File: src/hw/rtl/ftc_pkg.sv
// Shared types and constants for the FSM transition coverage block.
// Depends on nothing; every other file takes its names by scope.
package ftc_pkg;

  localparam int VALUE_W     = 6;
  localparam int CFG_W       = 3;
  localparam int ARC_CNT_W   = 13;
  localparam int ROW_CNT_W   = 7;
  localparam int QUEUE_DEPTH = 4;

  localparam logic [CFG_W-1:0] WIDTH_RESET = 3'd6;

  typedef struct packed {
    logic [VALUE_W-1:0] prev_value;
    logic [VALUE_W-1:0] next_value;
    logic               has_unknown;
  } in_word_t;

  typedef struct packed {
    logic                 recorded;
    logic [ARC_CNT_W-1:0] arcs_hit;
    logic [ROW_CNT_W-1:0] states_hit;
    logic [ROW_CNT_W-1:0] states_total;
    logic [ARC_CNT_W-1:0] arcs_total;
  } out_word_t;

  typedef struct packed {
    logic [CFG_W-1:0] eff_w;
    logic             clear;
  } width_ctl_t;

  function automatic logic [CFG_W-1:0] clamp_width(input logic [CFG_W-1:0] w,
                                                   input int max_bits);
    logic [CFG_W-1:0] r;
    r = w;
    if (w == '0) begin
      r = CFG_W'(1);
    end else if (int'(w) > max_bits) begin
      r = CFG_W'(max_bits);
    end
    return r;
  endfunction

endpackage

File: src/hw/rtl/ftc_back.sv
// Back end: row-organized arc bitmap memory, hit counters and result register.
// Depends on ftc_pkg; pops words from ftc_queue.
module ftc_back #(
  parameter int MAX_BITS = 6
) (
  input  logic                clk,
  input  logic                rst_n,
  input  ftc_pkg::width_ctl_t ctl,
  input  logic                q_not_empty,
  input  logic [2*MAX_BITS:0] q_data,
  output logic                q_pop,
  output logic                out_valid,
  input  logic                out_stall,
  output ftc_pkg::out_word_t  out_word
);

  localparam int ROWS = 1 << MAX_BITS;
  localparam int AW   = ftc_pkg::ARC_CNT_W;
  localparam int RW   = ftc_pkg::ROW_CNT_W;

  logic [ROWS-1:0] row_mem [ROWS];
  logic [ROWS-1:0] rd_data_r;
  logic [ROWS-1:0] row_vld_r, row_vld_nxt;

  logic                b_vld_r, b_vld_nxt;
  logic                b_known_r;
  logic [MAX_BITS-1:0] b_row_r;
  logic [MAX_BITS-1:0] b_col_r;

  logic                wr_vld_r, wr_vld_nxt;
  logic [MAX_BITS-1:0] wr_row_r;
  logic [ROWS-1:0]     wr_data_r;

  logic [AW-1:0] arc_cnt_r, arc_cnt_nxt;
  logic [RW-1:0] row_cnt_r, row_cnt_nxt;

  logic               out_vld_r, out_vld_nxt;
  ftc_pkg::out_word_t out_word_r;

  logic                q_known;
  logic [MAX_BITS-1:0] q_row;
  logic [MAX_BITS-1:0] q_col;
  logic                b_adv;
  logic                do_write;
  logic [ROWS-1:0]     cur_row;
  logic [ROWS-1:0]     new_row;
  logic                bit_hit;
  logic                row_new;
  ftc_pkg::out_word_t  res_word;

  assign {q_known, q_row, q_col} = q_data;

  assign b_adv    = b_vld_r && (!out_vld_r || !out_stall);
  assign q_pop    = q_not_empty && (!b_vld_r || b_adv);
  assign do_write = b_adv && b_known_r;

  always_comb begin
    if (wr_vld_r && (wr_row_r == b_row_r)) begin
      cur_row = wr_data_r;
    end else if (row_vld_r[b_row_r]) begin
      cur_row = rd_data_r;
    end else begin
      cur_row = '0;
    end
    new_row = cur_row | (ROWS'(1) << b_col_r);
    bit_hit = cur_row[b_col_r];
    row_new = !row_vld_r[b_row_r];
  end

  always_comb begin
    arc_cnt_nxt = arc_cnt_r;
    row_cnt_nxt = row_cnt_r;
    row_vld_nxt = row_vld_r;
    wr_vld_nxt  = wr_vld_r;
    if (ctl.clear) begin
      arc_cnt_nxt = '0;
      row_cnt_nxt = '0;
      row_vld_nxt = '0;
      wr_vld_nxt  = 1'b0;
    end else if (do_write) begin
      if (!bit_hit) begin
        arc_cnt_nxt = arc_cnt_r + AW'(1);
      end
      if (row_new) begin
        row_cnt_nxt = row_cnt_r + RW'(1);
      end
      row_vld_nxt[b_row_r] = 1'b1;
      wr_vld_nxt           = 1'b1;
    end
  end

  always_comb begin
    res_word.recorded     = b_known_r;
    res_word.arcs_hit     = b_known_r ? arc_cnt_nxt : arc_cnt_r;
    res_word.states_hit   = b_known_r ? row_cnt_nxt : row_cnt_r;
    res_word.states_total = RW'(1) << ctl.eff_w;
    res_word.arcs_total   = AW'(1) << {ctl.eff_w, 1'b0};
  end

  always_comb begin
    b_vld_nxt = b_vld_r;
    if (q_pop) begin
      b_vld_nxt = 1'b1;
    end else if (b_adv) begin
      b_vld_nxt = 1'b0;
    end
    out_vld_nxt = out_vld_r;
    if (b_adv) begin
      out_vld_nxt = 1'b1;
    end else if (!out_stall) begin
      out_vld_nxt = 1'b0;
    end
  end

  always_ff @(posedge clk) begin
    if (!rst_n) begin
      b_vld_r   <= 1'b0;
      out_vld_r <= 1'b0;
      wr_vld_r  <= 1'b0;
      row_vld_r <= '0;
      arc_cnt_r <= '0;
      row_cnt_r <= '0;
    end else begin
      b_vld_r   <= b_vld_nxt;
      out_vld_r <= out_vld_nxt;
      wr_vld_r  <= wr_vld_nxt;
      row_vld_r <= row_vld_nxt;
      arc_cnt_r <= arc_cnt_nxt;
      row_cnt_r <= row_cnt_nxt;
    end
  end

  always_ff @(posedge clk) begin
    if (q_pop) begin
      b_known_r <= q_known;
      b_row_r   <= q_row;
      b_col_r   <= q_col;
    end
    if (do_write) begin
      wr_row_r  <= b_row_r;
      wr_data_r <= new_row;
    end
    if (b_adv) begin
      out_word_r <= res_word;
    end
  end

  always_ff @(posedge clk) begin
    if (q_pop) begin
      rd_data_r <= row_mem[q_row];
    end
    if (do_write) begin
      row_mem[b_row_r] <= new_row;
    end
  end

  assign out_valid = out_vld_r;
  assign out_word  = out_word_r;

endmodule

File: config.mk
export PLATFORM = sky130hd
export DESIGN_NAME = ftc_back
export DESIGN_NICKNAME = d
export VERILOG_FILES = /design/src/hw/rtl/ftc_pkg.sv /design/src/hw/rtl/ftc_back.sv
export SDC_FILE = /design/constraint.sdc
export NUM_CORES = 2
export LEC_CHECK = 0
export ABC_AREA = 1
export BUFFER_PORTS_ARGS = -buffer_cell sky130_fd_sc_hd__buf_2
export CORE_AREA = 2 2 620 622
export CTS_BUF_LIST = sky130_fd_sc_hd__clkbuf_4 sky130_fd_sc_hd__clkbuf_8 sky130_fd_sc_hd__clkbuf_16
export CTS_CLUSTER_SIZE = 30
export DETAILED_ROUTE_END_ITERATION = 12
export DIE_AREA = 0 0 622 624
export SETUP_SLACK_MARGIN = 0.3
export SYNTH_ARGS = -nofsm -noshare
export SYNTH_HDL_FRONTEND = slang
export SYNTH_SLANG_ARGS = --single-unit
File: constraint.sdc
create_clock -name clk -period 12.2 [get_ports clk]
set_input_delay 2.44 -clock clk [delete_from_list [all_inputs] [get_ports clk]]
set_output_delay 2.44 -clock clk [all_outputs]
set_load 0.05 [all_outputs]
==> flow_summary_export.csv <==
group,metric,value,unit
global_routing,grt_pass1_wl,777,mm
setup_path,r2r_end,"out_word[39]",
run,drv_cap,0,
sta,fin_skew,107,ps
routing,drc,0,
sta,min_period_over_period,0.521,
setup_path,cp.required,12790,ps
synth,yosysWarnings,0,
sta,slew_viol_final,0,
synth,ys_ff_latch,4358,
power,vdd_drop_max,0.129,mV
synth,synthArstFlopShare,0,
setup_path,critPathKind,"input port to flop",
sta,tightestPinTransition,1360,ps
min_path,hp-class,"flop to flop",
clock_tree,cts-htree-levels,5,
place,placed_cells,17700,
clock_tree,postCtsSetupBuffers,0,
place,place.gp.congestion,0.872,
clock_tree,cts_buffers,442,
setup_path,r2r_cells,25,
die,fp.dieH,624,um
synth,netlist_area,171000,um^2
clock_tree,cts_resized,0,
synth,ys_seq_area_frac,0.761,
routing,vias_per_cell,6.20,
routing,first_pass_iters,6,
clock_tree,root_buffer,"clkbuf_16",
layout,instances_no_fill,18500,
sta,tns,0,ps
global_routing,grt_pass1_vias,105000,
global_routing,groute.usage.overall,0.274,
global_routing,grt_overflow_total,0,
layout,areaGrowthSynthToFinish,12.3,%
global_routing,antenna_found_initial,23,
clock_tree,clk_latency,1030,ps
global_routing,grt_max_degree,201,
routing,post_drt_wl_per_cell,29.8,um
status,status,"finished clean",
setup_path,arrival,6940,ps
routing,drt_iter0_drc,17600,
synth,synth_ff_type,"edfxtp_1",
routing,antenna_left,0,
power,switching_share,0.228,
die,start_util,0.448,
power,pwr-share-comb,0.060,
min_path,hold-path-cell-count,2,
sta,timing.slew.headroom,0.0941,
sta,post-route-min-period,6350,ps
min_path,hold_path_end,"row_vld_r[63]",
synth,synth-edff-count,4271,
min_path,hold_path_startpoint,"row_vld_r[63]",
power,p_sw,7.39,mW
clock_tree,clock-sinks,4358,
clock_tree,cts_tree,"yes",
die,fp.dieW,622,um
die,coreArea,381000,um^2
sta,holdWs,470,ps
synth,synth_cell_types,39,
power,internal-power,25.0,mW
sta,finalHoldViolCount,0,
sta,rsz0062_at_grt,"false",
clock_tree,cts_buffer_depth,4,
power,power.clock.fraction,0.424,
setup_path,end_kind,"flop",
die,boundaryPins,64,
power,pwr-share-seq,0.517,
clock_tree,cts.reportedPaths.clkPinSlew,60,ps
setup_path,regToRegStartpoint,"b_row_r[0]",
sta,setup_violations,0,
place,dp_hpwl,270,mm
layout,layout_commonest_cell,"edfxtp_1",
setup_path,reg2reg_slack,6840,ps
setup_path,start_kind,"input port",
synth,avgSynthCellArea,12.9,um^2
power,p_leak,62.2,nW
setup_path,critPathMaxFanout,38,
routing,via_count,114000,
routing,wl,550,mm
power,p_per_area,169,nW/um^2
sta,fmax,0.157,GHz
layout,n_fill_cell,32500,
place,port_buffers,57,
synth,synthCells,13200,
layout,layout.nets,13100,
clock_tree,hold_buffers,0,
layout,drive_gt1_frac,0.0866,
die,dieArea,388000,um^2
die,rows,227,
layout,final_cell_mix,"4271 x edfxtp_1, 2977 x nor2_1, 2632 x o21ai_0",
worst max-delay path, cell delays in order:
cell and delay [ps]:
buf_2 100, nand2_1 90, inv_1 70, nor2_2 90, nand2_1 290, inv_4 580
nand3_1 770, nor2_4 810, buf_4 690, buf_4 870
worst max path at each step:
stage,startpoint,endpoint,cells past startpoint
after global placement,out_stall,row_mem[17][3],10
after detailed placement,out_stall,row_mem[17][3],10
after floorplan,out_stall,row_mem[0][0],8
after CTS,out_stall,row_mem[17][12],10
final,out_stall,row_mem[17][12],10
after global routing,out_stall,row_mem[17][12],10
metrics by stage:
stage	util	total power, mW	cell area (um^2)	setup WS (ps)
after floorplan	-	18.2	171000	1440
after global placement	0.465	18.9	177000	5000
after CTS	0.503	32.5	192000	6050
after global routing	0.503	33.2	192000	5810
after detailed placement	0.465	18.9	177000	4990
final	0.503	32.4	192000	5850
area by class of cell:
cell class | count | area [um^2] | area share
tap | 5038 | 6300 | 0.0329
clock buffer | 542 | 11900 | 0.0622
clock inverter | 270 | 2750 | 0.0143
timing repair buffer | 362 | 3150 | 0.0164
sequential | 4358 | 130000 | 0.678
inverter | 178 | 718 | 0.00374
multi-input combinational | 7724 | 36900 | 0.193
antenna | 7 | 17.5 | 0.0000913
cells in the mapped netlist, types with 4 or more instances:
master	instances	area, um^2
nor3_1	22	110
clkinv_1	6	22.5
buf_6	7	78.8
o32ai_1	63	552
buf_2	9	45.0
buf_4	24	180
nand4_1	5	31.3
buf_1	37	139
o21ai_0	2633	13200
nand3_1	117	586
dfxtp_1	87	1740
o21ai_1	16	80.1
o22ai_1	1287	8050
nor2_4	4	45.0
nand2_1	424	1590
inv_1	165	619
inv_2	6	22.5
o211ai_1	63	473
xor2_1	8	70.1
a21oi_1	15	75.1
clkbuf_1	884	3320
nor2_1	3042	11400
edfxtp_1	4271	128000
logic make-up (layout without fill, tap and decap cells):
logic type / after synthesis / count (layout) / synth area share
AO/OA/AOI/OAI: 4081 / 4081 / 0.131
XOR/XNOR: 8 / 8 / 0.000410
adder cells (fa/ha/maj): 2 / 2 / 0.000146
buffers and inverters: 1141 / 1352 / 0.0260
flip-flops: 4358 / 4358 / 0.761
other: 1 / 13 / 0.0000219
AND/OR/NAND/NOR: 3627 / 3627 / 0.0812
layer usage:
metal / wire, um / vias to the layer above / GRT usage
met5: 41 / - / 0
li1: - / 48900 / -
met1: 218000 / 57700 / 0.392
met3: 59200 / 1119 / 0.0417
met2: 250000 / 6823 / 0.429
met4: 22900 / 6 / 0.0996
registers in the layout (all words and copies together) (netlist names):
| signal | cells |
|---|---|
| wr_data_r | 64 |
| wr_vld_r | 1 |
| row_vld_r | 64 |
| row_mem | 4096 |
| b_col_r | 6 |
| wr_row_r | 6 |
| b_row_r | 6 |
| out_word | 28 |
| b_known_r | 1 |
| b_vld_r | 1 |
| arc_cnt_r | 13 |
| out_valid | 1 |
| rd_data_r | 64 |
| row_cnt_r | 7 |
power by group through the flow:
stage	clock [mW]	sequential [mW]	combinational, mW
finish	13.7	16.7	1.93
floorplan	0	17.1	1.15
detailed placement	0	17.0	1.89
global placement	0	17.0	1.89
CTS	13.8	16.7	1.90
global route	14.4	16.7	2.08
Note: power is estimated with default switching activity, not from simulation.
